--- config.mk ---
export PLATFORM = sky130hd
export DESIGN_NAME = pressed_key_list_unit
export DESIGN_NICKNAME = d
export VERILOG_FILES = /design/src/hdl/pkl_pkg.sv /design/src/hdl/pkl_datapath.sv /design/src/hdl/pkl_ctrl.sv /design/src/hdl/pressed_key_list_unit.sv
export SDC_FILE = /design/constraint.sdc
export NUM_CORES = 1
export LEC_CHECK = 0
export BUFFER_PORTS_ARGS = -buffer_cell sky130_fd_sc_hd__clkbuf_2
export CAP_MARGIN = 20
export CORE_ASPECT_RATIO = 1.4
export CORE_MARGIN = 4
export CORE_UTILIZATION = 45
export CTS_BUF_LIST = sky130_fd_sc_hd__clkbuf_4
export DETAILED_ROUTE_END_ITERATION = 10
export SYNTH_ARGS = -nofsm -noshare
export SYNTH_HDL_FRONTEND = slang
export SYNTH_SLANG_ARGS = --single-unit
--- constraint.sdc ---
create_clock -name clk -period 3.2 [get_ports clk]
set_input_delay 0.16 -clock clk [delete_from_list [all_inputs] [get_ports clk]]
set_output_delay 0.16 -clock clk [all_outputs]
set_load 0.02 [all_outputs]
--- src/hdl/pkl_pkg.sv ---
// Pressed key list: shared codes and controller/datapath interface structs.
// No dependencies.
package pkl_pkg;

  localparam logic [1:0] OP_PRESS   = 2'd0;
  localparam logic [1:0] OP_RELEASE = 2'd1;
  localparam logic [1:0] OP_CLEAR   = 2'd2;

  localparam logic [2:0] ST_ADDED   = 3'd0;
  localparam logic [2:0] ST_PRESENT = 3'd1;
  localparam logic [2:0] ST_REMOVED = 3'd2;
  localparam logic [2:0] ST_ABSENT  = 3'd3;
  localparam logic [2:0] ST_FULL    = 3'd4;
  localparam logic [2:0] ST_CLEARED = 3'd5;
  localparam logic [2:0] ST_ZERO    = 3'd6;
  localparam logic [2:0] ST_BADOP   = 3'd7;

  typedef struct packed {
    logic       load;
    logic       clear;
    logic       append;
    logic       remove;
    logic       ptr_clr;
    logic       ptr_inc;
    logic       rpt_load;
    logic [2:0] status;
  } pkl_cmd_t;

  typedef struct packed {
    logic [1:0] op;
    logic       code_zero;
    logic       hit;
    logic       at_end;
    logic       full;
    logic       rpt_last;
    logic       out_free;
  } pkl_flags_t;

endpackage

--- src/hdl/pkl_datapath.sv ---
// Pressed key list datapath: slot cells, count, scan pointer, output word register.
// Depends on pkl_pkg.
module pkl_datapath
  import pkl_pkg::*;
#(
  parameter int CAPACITY = 8
) (
  input  logic       clk,
  input  logic       rst_n,
  input  pkl_cmd_t   cmd,
  output pkl_flags_t flags,
  input  logic [1:0] in_operation,
  input  logic [7:0] in_key_code,
  output logic       out_valid,
  input  logic       out_stall,
  output logic [2:0] out_slot_index,
  output logic [7:0] out_slot_key,
  output logic [3:0] out_key_count,
  output logic [2:0] out_status,
  output logic       out_last
);

  localparam int CW   = $clog2(CAPACITY + 1);
  localparam int IW   = (CAPACITY > 1) ? $clog2(CAPACITY) : 1;
  localparam int NREP = (CAPACITY < 8) ? CAPACITY : 8;

  logic [7:0]    slots_r [CAPACITY];
  logic [CW-1:0] count_r;
  logic [CW-1:0] ptr_r;
  logic [1:0]    op_r;
  logic [7:0]    code_r;
  logic [7:0]    rd_key;

  logic          out_valid_r;
  logic [2:0]    out_slot_index_r;
  logic [7:0]    out_slot_key_r;
  logic [3:0]    out_key_count_r;
  logic [2:0]    out_status_r;
  logic          out_last_r;

  always_comb begin
    rd_key = '0;
    if (ptr_r < CW'(CAPACITY)) begin
      rd_key = slots_r[ptr_r[IW-1:0]];
    end
  end

  assign flags.op        = op_r;
  assign flags.code_zero = (code_r == 8'd0);
  assign flags.hit       = (rd_key == code_r);
  assign flags.at_end    = (ptr_r == count_r);
  assign flags.full      = (count_r == CW'(CAPACITY));
  assign flags.rpt_last  = (ptr_r == CW'(NREP - 1));
  assign flags.out_free  = !out_valid_r || !out_stall;

  always_ff @(posedge clk) begin
    if (cmd.load) begin
      op_r   <= in_operation;
      code_r <= in_key_code;
    end
  end

  always_ff @(posedge clk) begin
    if (!rst_n) begin
      ptr_r <= '0;
    end else if (cmd.ptr_clr) begin
      ptr_r <= '0;
    end else if (cmd.ptr_inc) begin
      ptr_r <= ptr_r + CW'(1);
    end
  end

  always_ff @(posedge clk) begin
    if (!rst_n || cmd.clear) begin
      count_r <= '0;
    end else if (cmd.append) begin
      count_r <= count_r + CW'(1);
    end else if (cmd.remove) begin
      count_r <= count_r - CW'(1);
    end
  end

  // each cell takes its upper neighbor when a code at or below it leaves
  for (genvar i = 0; i < CAPACITY; i++) begin : g_cell
    if (i < CAPACITY - 1) begin : g_mid
      always_ff @(posedge clk) begin
        if (!rst_n || cmd.clear) begin
          slots_r[i] <= '0;
        end else if (cmd.append && count_r == CW'(i)) begin
          slots_r[i] <= code_r;
        end else if (cmd.remove) begin
          if (CW'(i) == count_r - CW'(1)) begin
            slots_r[i] <= '0;
          end else if (CW'(i) >= ptr_r && CW'(i) < count_r) begin
            slots_r[i] <= slots_r[i+1];
          end
        end
      end
    end else begin : g_top
      always_ff @(posedge clk) begin
        if (!rst_n || cmd.clear) begin
          slots_r[i] <= '0;
        end else if (cmd.append && count_r == CW'(i)) begin
          slots_r[i] <= code_r;
        end else if (cmd.remove && CW'(i) == count_r - CW'(1)) begin
          slots_r[i] <= '0;
        end
      end
    end
  end

  always_ff @(posedge clk) begin
    if (!rst_n) begin
      out_valid_r <= 1'b0;
    end else if (cmd.rpt_load) begin
      out_valid_r <= 1'b1;
    end else if (!out_stall) begin
      out_valid_r <= 1'b0;
    end
  end

  always_ff @(posedge clk) begin
    if (cmd.rpt_load) begin
      out_slot_index_r <= 3'(ptr_r);
      out_slot_key_r   <= rd_key;
      out_key_count_r  <= 4'(count_r);
      out_status_r     <= cmd.status;
      out_last_r       <= flags.rpt_last;
    end
  end

  assign out_valid      = out_valid_r;
  assign out_slot_index = out_slot_index_r;
  assign out_slot_key   = out_slot_key_r;
  assign out_key_count  = out_key_count_r;
  assign out_status     = out_status_r;
  assign out_last       = out_last_r;

`ifndef SYNTHESIS
  a_count_bound: assert property (@(posedge clk) disable iff (!rst_n)
    count_r <= CW'(CAPACITY))
    else $error("key count above capacity");

  a_append_grows: assert property (@(posedge clk) disable iff (!rst_n)
    cmd.append && !cmd.clear |=> count_r == $past(count_r) + CW'(1))
    else $error("append did not grow the list");

  a_remove_shrinks: assert property (@(posedge clk) disable iff (!rst_n)
    cmd.remove && !cmd.clear |=> count_r == $past(count_r) - CW'(1))
    else $error("remove did not shrink the list");

  a_last_flag: assert property (@(posedge clk) disable iff (!rst_n)
    cmd.rpt_load && flags.rpt_last |=> out_valid_r && out_last_r)
    else $error("final slot word not marked last");
`endif

endmodule

--- src/hdl/pkl_ctrl.sv ---
// Pressed key list controller: sequences decode, scan, update and slot report.
// Depends on pkl_pkg.
module pkl_ctrl
  import pkl_pkg::*;
(
  input  logic       clk,
  input  logic       rst_n,
  input  logic       in_valid,
  output logic       in_stall,
  input  pkl_flags_t flags,
  output pkl_cmd_t   cmd
);

  typedef enum logic [1:0] {
    S_IDLE,
    S_DECODE,
    S_SCAN,
    S_REPORT
  } state_t;

  state_t     state_r, state_nxt;
  logic [2:0] status_r, status_nxt;

  assign in_stall = (state_r != S_IDLE);

  always_comb begin
    state_nxt    = state_r;
    status_nxt   = status_r;
    cmd          = '0;
    cmd.status   = status_r;
    case (state_r)
      S_IDLE: begin
        if (in_valid) begin
          cmd.load  = 1'b1;
          state_nxt = S_DECODE;
        end
      end
      S_DECODE: begin
        cmd.ptr_clr = 1'b1;
        state_nxt   = S_REPORT;
        if (flags.op == OP_CLEAR) begin
          cmd.clear  = 1'b1;
          status_nxt = ST_CLEARED;
        end else if (flags.op != OP_PRESS && flags.op != OP_RELEASE) begin
          status_nxt = ST_BADOP;
        end else if (flags.code_zero) begin
          status_nxt = ST_ZERO;
        end else begin
          state_nxt = S_SCAN;
        end
      end
      S_SCAN: begin
        if (flags.at_end) begin
          cmd.ptr_clr = 1'b1;
          state_nxt   = S_REPORT;
          if (flags.op == OP_PRESS) begin
            if (flags.full) begin
              status_nxt = ST_FULL;
            end else begin
              cmd.append = 1'b1;
              status_nxt = ST_ADDED;
            end
          end else begin
            status_nxt = ST_ABSENT;
          end
        end else if (flags.hit) begin
          cmd.ptr_clr = 1'b1;
          state_nxt   = S_REPORT;
          if (flags.op == OP_PRESS) begin
            status_nxt = ST_PRESENT;
          end else begin
            cmd.remove = 1'b1;
            status_nxt = ST_REMOVED;
          end
        end else begin
          cmd.ptr_inc = 1'b1;
        end
      end
      S_REPORT: begin
        if (flags.out_free) begin
          cmd.rpt_load = 1'b1;
          cmd.ptr_inc  = 1'b1;
          if (flags.rpt_last) begin
            state_nxt = S_IDLE;
          end
        end
      end
      default: begin
        state_nxt = S_IDLE;
      end
    endcase
  end

  always_ff @(posedge clk) begin
    if (!rst_n) begin
      state_r  <= S_IDLE;
      status_r <= ST_ADDED;
    end else begin
      state_r  <= state_nxt;
      status_r <= status_nxt;
    end
  end

`ifndef SYNTHESIS
  a_accept_idle: assert property (@(posedge clk) disable iff (!rst_n)
    cmd.load |-> state_r == S_IDLE && !in_stall)
    else $error("word taken outside idle");

  a_update_onehot: assert property (@(posedge clk) disable iff (!rst_n)
    $onehot0({cmd.clear, cmd.append, cmd.remove}))
    else $error("conflicting list updates");

  a_decode_follows: assert property (@(posedge clk) disable iff (!rst_n)
    cmd.load |=> state_r == S_DECODE)
    else $error("accepted word not decoded");
`endif

endmodule

--- src/hdl/pressed_key_list_unit.sv ---
// Pressed key list top level: ordered list of held key codes with per-slot report.
// Depends on pkl_pkg, pkl_ctrl, pkl_datapath.
//
//  channel  ports                                   direction
//  in       in_valid/in_stall, in_operation,        event word in
//           in_key_code
//  out      out_valid/out_stall, out_slot_index,    one word per reported slot
//           out_slot_key, out_key_count, out_status, out_last
//
// An event passes through accept, decode, a scan of the stored slots
// (one slot compare per cycle) and a report of min(CAPACITY,8) words, one per slot.
// Synchronous active-low reset empties the list; no clearing pass is needed.
// in_stall is high from accept until the final word is loaded into the output
// register; out_stall holds the output register and pauses the report.
module pressed_key_list_unit
  import pkl_pkg::*;
#(
  parameter int CAPACITY = 8
) (
  input  logic       clk,
  input  logic       rst_n,
  input  logic       in_valid,
  output logic       in_stall,
  input  logic [1:0] in_operation,
  input  logic [7:0] in_key_code,
  output logic       out_valid,
  input  logic       out_stall,
  output logic [2:0] out_slot_index,
  output logic [7:0] out_slot_key,
  output logic [3:0] out_key_count,
  output logic [2:0] out_status,
  output logic       out_last
);

  pkl_cmd_t   cmd;
  pkl_flags_t flags;

  pkl_ctrl u_ctrl (
    .clk      (clk),
    .rst_n    (rst_n),
    .in_valid (in_valid),
    .in_stall (in_stall),
    .flags    (flags),
    .cmd      (cmd)
  );

  pkl_datapath #(
    .CAPACITY (CAPACITY)
  ) u_datapath (
    .clk            (clk),
    .rst_n          (rst_n),
    .cmd            (cmd),
    .flags          (flags),
    .in_operation   (in_operation),
    .in_key_code    (in_key_code),
    .out_valid      (out_valid),
    .out_stall      (out_stall),
    .out_slot_index (out_slot_index),
    .out_slot_key   (out_slot_key),
    .out_key_count  (out_key_count),
    .out_status     (out_status),
    .out_last       (out_last)
  );

endmodule
==> results of run 1 <==
## placed cells by master (no fill, tap or decap), types with 4 or more instances in the layout
| master | netlist | final |
|---|---|---|
| edfxtp_1 | 93 | 93 |
| a22o_1 | 56 | 56 |
| nor2_1 | 41 | 39 |
| clkbuf_2 | 0 | 34 |
| nand2_1 | 27 | 27 |
| buf_4 | 3 | 25 |
| mux2i_1 | 24 | 24 |
| dfxtp_1 | 17 | 16 |
| a21oi_1 | 14 | 14 |
| o21ai_0 | 14 | 14 |
| ha_1 | 14 | 14 |
| dlygate4sd3_1 | 0 | 12 |
| inv_1 | 10 | 10 |
| and3_1 | 10 | 10 |
| and2_1 | 9 | 9 |
| or3_1 | 9 | 9 |
| clkbuf_4 | 0 | 9 |
| mux4_2 | 8 | 8 |
| nand3_1 | 8 | 8 |
| xnor2_1 | 7 | 7 |
| a221o_1 | 6 | 6 |
| nor3_1 | 6 | 6 |
| nand4_1 | 4 | 4 |
| nor2b_1 | 5 | 4 |
## metrics by stage
step | area (µm²) | TNS [ns] | hold slack, ns | setup slack (ns) | instances
floorplan | 5740 | -1.22 | 0.259 | -0.0765 | 472
global placement | 6150 | 0 | 0.339 | 0.159 | 646
detailed placement | 6150 | 0 | 0.339 | 0.0791 | 646
CTS | 6420 | 0 | 0.139 | 0.00302 | 674
global route | 6460 | 0 | 0.180 | 0.0115 | 678
finish | 6460 | 0 | 0.179 | 0.154 | 678
## layout make-up
class / count / area share
antenna: 1 / 0.000387
tap: 150 / 0.0290
multi-input combinational: 317 / 0.374
inverter: 10 / 0.00581
clock inverter: 7 / 0.0126
timing repair buffer: 74 / 0.0819
sequential: 110 / 0.485
clock buffer: 9 / 0.0105
## repair_timing
action	4_1_cts	5_1_grt
hold buffers	12	0
hold endpoints to repair	12	0
gates resized for setup	0	6
setup endpoints to repair	0	49
buffers inserted	0	3
## logic make-up after synthesis
group / share of synthesized area
mux: 0.0732
compound gates: 0.169
xor+xnor: 0.0122
simple gates: 0.135
buf+inv: 0.0344
fa+ha+maj: 0.0305
flops: 0.546
## per-layer routing
metal  part of all wire  vias up  global-route usage
li1                   -     1919                   -
met1               0.40     2015               0.254
met2               0.53      129               0.343
met3              0.043       27              0.0413
met4              0.032        0              0.0941
met5                  0        -                   0
## how the worst max path moves through the flow
| stage | from | endpoint | slack, ns |
|---|---|---|---|
| after floorplan | flip-flop | u_datapath.slots_r[6][0]$_DFFE_PP_ | -0.08 |
| after global placement | flip-flop | u_datapath.slots_r[4][7]$_SDFFCE_PN0P_ | 0.16 |
| after detailed placement | flip-flop | u_datapath.slots_r[4][1]$_SDFFCE_PN0P_ | 0.08 |
| after CTS | flip-flop | u_datapath.slots_r[4][1]$_SDFFCE_PN0P_ | 0.003 |
| after global routing | flip-flop | u_datapath.slots_r[5][4]$_DFFE_PP_ | 0.01 |
| final | flip-flop | u_datapath.slots_r[5][5]$_DFFE_PP_ | 0.15 |
## registers in the layout, summed over array words and instances, names as in the netlist, named ones only
signal and cells:
u_datapath.out_last 1, u_datapath.out_slot_index 3, u_ctrl.status_r 3, u_datapath.out_status 3, u_datapath.out_key_count 4, u_datapath.slots_r 64
u_ctrl.state_r 2, u_datapath.ptr_r 4, u_datapath.out_slot_key 8, u_datapath.code_r 8, u_datapath.count_r 4, u_datapath.op_r 2
u_datapath.out_valid 1
## worst min-delay path, cell delays in order
cell and delay [ns]:
clkbuf_2 0.09, o21ai_0 0.09, nor2_1 0.18, mux2i_1 0.10
## power by group
part           internal, mW  switching, mW  total [mW]
logic                 0.285          0.453       0.737
registers              1.77          0.180        1.95
clock network         0.250          0.495       0.745
total                  2.30           1.13        3.43
==> summary.txt, run 1 <==
Status
  • Status: finished, final reports clean

Routing
  • Initial DRC Count: 280
  • DRT Pass-1 Iters: 5
  • Routed wire length: 14.6 mm
  • Antenna violation net count after detailed routing: 0
  • Routed WL per cell: 21.5 µm
  • Detailed-route via count: 4,090
  • DRC Markers: 0
  • Vias/cell: 6.03

Placed design
  • GPL Wtd Cong: 0.907
  • HPWL Detailed: 10.9 mm
  • Port Buffers: 34

Clock tree
  • Clock latency on the worst-skew pair: 0.48 ns
  • Max clock buf depth: 2
  • Clk sinks: 110
  • Clk root buf: clkbuf_4
  • CTS clk-pin slew, worst paths: 0.17 ns
  • CTS tree: built
  • Num CTS Buffers: 9
  • CTS HTree Levels: 3

STA
  • Max Transition Viols Final: 0
  • Max-slew headroom: 0.539
  • RSZ-0062 raised after global routing: no
  • Fin crit share: 0.952
  • Final hold violations: 0
  • Slew @ Worst Pin: 0.673 ns
  • Clock Skews: 0.0195 ns
  • Max Fclk: 328 MHz
  • Setup-failing EPs final: 0
  • Post-layout min period: 3.05 ns

Global route
  • Remaining Overflow, GRT: 0
  • Largest net degree at the start of global routing: 25
  • Global-route wire length before repair: 22.6 mm
  • Vias in the first global route: 4,127
  • Initial antenna violation count: 1
  • GRT Util Overall: 0.206

Hold path
  • Hold Path Stages: 4
  • Worst min-delay path class: in2reg
  • Hold_sp: in_valid
  • Endpoint, Worst Hold: u_ctrl.state_r[1]$_SDFFE_PN0P_

Final layout
  • Multi-input gate area: 2420 µm²
  • Fillers: 1,050
  • Register area: 3140 µm²
  • Share of post-route cells with drive strength above 1: 0.199
  • Core Util, Final: 0.520
  • Nets: 550
  • Area delta synth->final: 12.5%

Synthesis
  • Post-synthesis net count: 500
  • Most frequent cells after synthesis: 93 x edfxtp_1, 56 x a22o_1, 41 x nor2_1
  • Async set-reset flop share out of synthesis: 0
  • Top-count cell post-synth: edfxtp_1
  • Synth Area per Inst: 12.2 µm²
  • Yosys top cell area share: 0.486
  • Top cell type by total area after synthesis: edfxtp_1
  • Unique masters post-synth: 62
  • Largest cells by area after synthesis: edfxtp_1 49%, a22o_1 8.5%, dfxtp_1 5.9%
  • Post-Syn Area: 5740 µm²
  • Sequential area share after synthesis: 0.546
  • Synthesized flop and latch total: 110
  • Syn Inst Count: 472
  • Ys flop type: edfxtp_1
  • YS warnings: 0
  • Post-synth EDFFs: 93

Critical path
  • Setup slack, reg-to-reg: 0.15 ns
  • Worst path max stage delay: 0.49 ns
  • Kind of start point of the critical path: flip-flop
  • Critical path required time: 3.55 ns
  • Worst path top cell family by delay: compound AO/OA/AOI/OAI gates
  • CP Class: reg2reg
  • Critical Path End Type: flip-flop
  • Reg2Reg Depth: 10
  • Worst r2r dst: u_datapath.slots_r[5][5]$_DFFE_PP_
  • CP cell instances: and2_1, a221o_1, o21ai_0, nand4_1, nor4_4, nand2_4, buf_12, a2111oi_4, buf_6, a22o_1
  • Arr. time, crit path: 3.39 ns
  • Buffers & Inverters on Critical Path: 2
  • Crit. path cell count: 10
  • Slowest cell on crit path: a221o_1
  • Critical Path Fanout Max: 8

Die
  • DIE HEIGHT: 142 µm
  • Die width: 103 µm
  • Die area: 14,700 µm²
  • Site row count: 48
  • Core Box Area: 12,400 µm²
  • Io pins: 35
  • Initial Util: 0.462

Pwr
  • Tot Pwr: 3.43 mW
  • Power Dens Cells: 530 nW/µm²
  • Peak supply drop: 0.377 mV
  • Leakage power total: 2.41 nW

Run
  • Number of max-cap violations: 0
(Power assumes the default switching activity.)
==> inputs of run 2 (changes only) <==
- CTS_BUF_LIST: sky130_fd_sc_hd__clkbuf_4 -> sky130_fd_sc_hd__clkbuf_8
- PLACE_DENSITY: unset -> 0.65
==> summary.txt, run 2 (synthesized netlist as in run 1, its figures left out) <==
Status
  • Status: finished, final reports clean

Clock tree
  • Clock latency on the worst-skew pair: 0.39 ns (-0.09 ns)
  • Clk root buf: clkbuf_8
  • CTS HTree Levels: 3 (unchanged)
  • CTS clk-pin slew, worst paths: 0.11 ns (-0.06 ns)
  • Max clock buf depth: 2 (unchanged)
  • Clk sinks: 110 (unchanged)
  • Num CTS Buffers: 9 (unchanged)
  • CTS tree: built

STA
  • Max Fclk: 327 MHz (-0.54%)
  • Post-layout min period: 3.06 ns (+0.0164 ns)
  • Clock Skews: 0.0115 ns (-0.00798 ns)
  • Setup-failing EPs final: 0 (unchanged)
  • Worst setup margin: 0.138 ns (-0.0164 ns)
  • Max Transition Viols Final: 0 (unchanged)
  • RSZ-0062 raised after global routing: no
  • Fin crit share: 0.957 (+0.00512)
  • Final hold violations: 0 (unchanged)
  • Min Hold Slack: 0.0142 ns (-0.165 ns)
  • Max-slew headroom: 0.537 (-0.00193)
  • Slew @ Worst Pin: 0.686 ns (+0.0134 ns)

Final layout
  • Most frequent cells in the layout: 93 x edfxtp_1, 56 x a22o_1, 39 x nor2_1
  • Fillers: 1,082 (+3.0%)
  • Nets: 558 (+1.5%)
  • Share of post-route cells with drive strength above 1: 0.219 (+0.0195)
  • Biggest register: u_datapath.slots_r
  • Max reg flops: 64 (unchanged)
  • Final instance area: 6550 µm² (+1.4%)
  • Most common library cell in the layout ignoring fill and taps: edfxtp_1
  • Diodes inserted: 0 (-1)
  • Area delta synth->final: 14.1%

Pwr
  • Peak supply drop: 0.381 mV (+1.1%)
  • Power Dens Cells: 536 nW/µm² (+1.1%)
  • Leakage power total: 2.48 nW (+2.7%)

Placed design
  • Placed instance area: 6220 µm² (+1.0%)
  • Port Buffers: 34 (unchanged)
  • HPWL Detailed: 11.1 mm (+2.0%)
  • GPL Wtd Cong: 0.928 (+2.4%)
  • Dpl ws: 0.0182 ns (-0.0609 ns)

Critical path
  • Critical Path End Type: flip-flop
  • Arr. time, crit path: 3.32 ns (-0.07 ns)
  • Kind of start point of the critical path: flip-flop
  • CP Class: reg2reg
  • Critical Path Fanout Max: 10 (+2)
  • Critical path required time: 3.46 ns (-0.09 ns)

Die
  • Io pins: 35 (unchanged)
  • Initial Util: 0.462 (unchanged)
  • Die area: 14,700 µm² (unchanged)
  • DIE HEIGHT: 142 µm (unchanged)
  • Site row count: 48 (unchanged)
  • Core Box Area: 12,400 µm² (unchanged)
  • Die width: 103 µm (unchanged)

Global route
  • GRT Util Overall: 0.211 (+0.00528)
  • Remaining Overflow, GRT: 0 (unchanged)
  • Global-route wire length before repair: 22.8 mm (+0.79%)
  • Initial antenna violation count: 0 (-1)
  • Largest net degree at the start of global routing: 19 (-24%)
  • Vias in the first global route: 4,046 (-2.0%)

Routing
  • DRC Markers: 0 (unchanged)
  • Routed wire length: 14.6 mm (+0.52%)
  • Initial DRC Count: 246 (-12%)
  • Antenna violation net count after detailed routing: 0 (unchanged)
  • Detailed-route via count: 4,136 (+1.1%)
  • Vias/cell: 6.04 (about the same)
  • Routed WL per cell: 21.4 µm (-0.51%)
  • DRT Pass-1 Iters: 5 (unchanged)

Hold path
  • Worst min-delay path class: in2reg
  • Hold_sp: out_stall

Run
  • Number of max-cap violations: 0 (unchanged)
[run 2: critical path, cell delays in order, from the launching register on]
cell,delay (ns)
dfxtp_1,0.37
buf_12,0.15
mux4_2,0.52
nor2_1,0.20
or3_1,0.15
nand4_1,0.12
nor4_4,0.41
nand2_4,0.16
buf_6,0.20
a2111oi_4,0.30
buf_4,0.21
a22o_1,0.16
[run 2: through the flow]
step           std cells  TNS (ns)   util  power, mW
2_1_floorplan        472     -1.22      -       2.43
3_3_place_gp         656         0  0.500       2.73
3_5_place_dp         656         0  0.500       2.75
4_1_cts              682         0  0.522       3.52
5_1_grt              685         0  0.527       3.69
6_report             685         0  0.527       3.52
[run 2: per-layer routing]
layer  vias up  track usage  wire [µm]
met4         0       0.0900        489
met2       143        0.368       7710
li1       1939            -          -
met5         -            0          0
met3        32       0.0310        645
met1      2022        0.255       5790
[run 2: power breakdown]
group          leakage [nW]  total, mW  internal [mW]  switching, mW
combinational          1.31      0.825          0.318          0.507
sequential             1.08       1.91           1.77          0.149
clock                0.0912      0.776          0.285          0.491
[run 2: path summary, 6_finish.rpt]
check             depth (start not counted)  slack (ns)                                 end
setup / recovery                         11        0.14  u_datapath.slots_r[5][5]$_DFFE_PP_
hold reg to reg                           0        0.45  u_datapath.out_status[0]$_DFFE_PP_
setup reg to reg                         11        0.14  u_datapath.slots_r[5][5]$_DFFE_PP_
hold / removal                            3        0.01   u_datapath.out_valid$_SDFFE_PN0P_
[run 2: layout make-up]
type                            instances  area, µm²  share of cell area
Sequential cell                       110       3130               0.478
Multi-Input combinational cell        317       2450               0.373
Timing Repair Buffer                   82        576              0.0878
Tap cell                              150        188              0.0286
Clock buffer                            9        124              0.0189
Clock inverter                          7       47.5             0.00726
Inverter                               10       37.5             0.00573
[run 2: repair_timing]
action | 4_1_cts | 5_1_grt
buffers inserted | 0 | 3
endpoints found under the hold margin | 10 | 0
resized for setup | 0 | 13
endpoints found under the setup margin | 0 | 81
hold buffers | 10 | 0
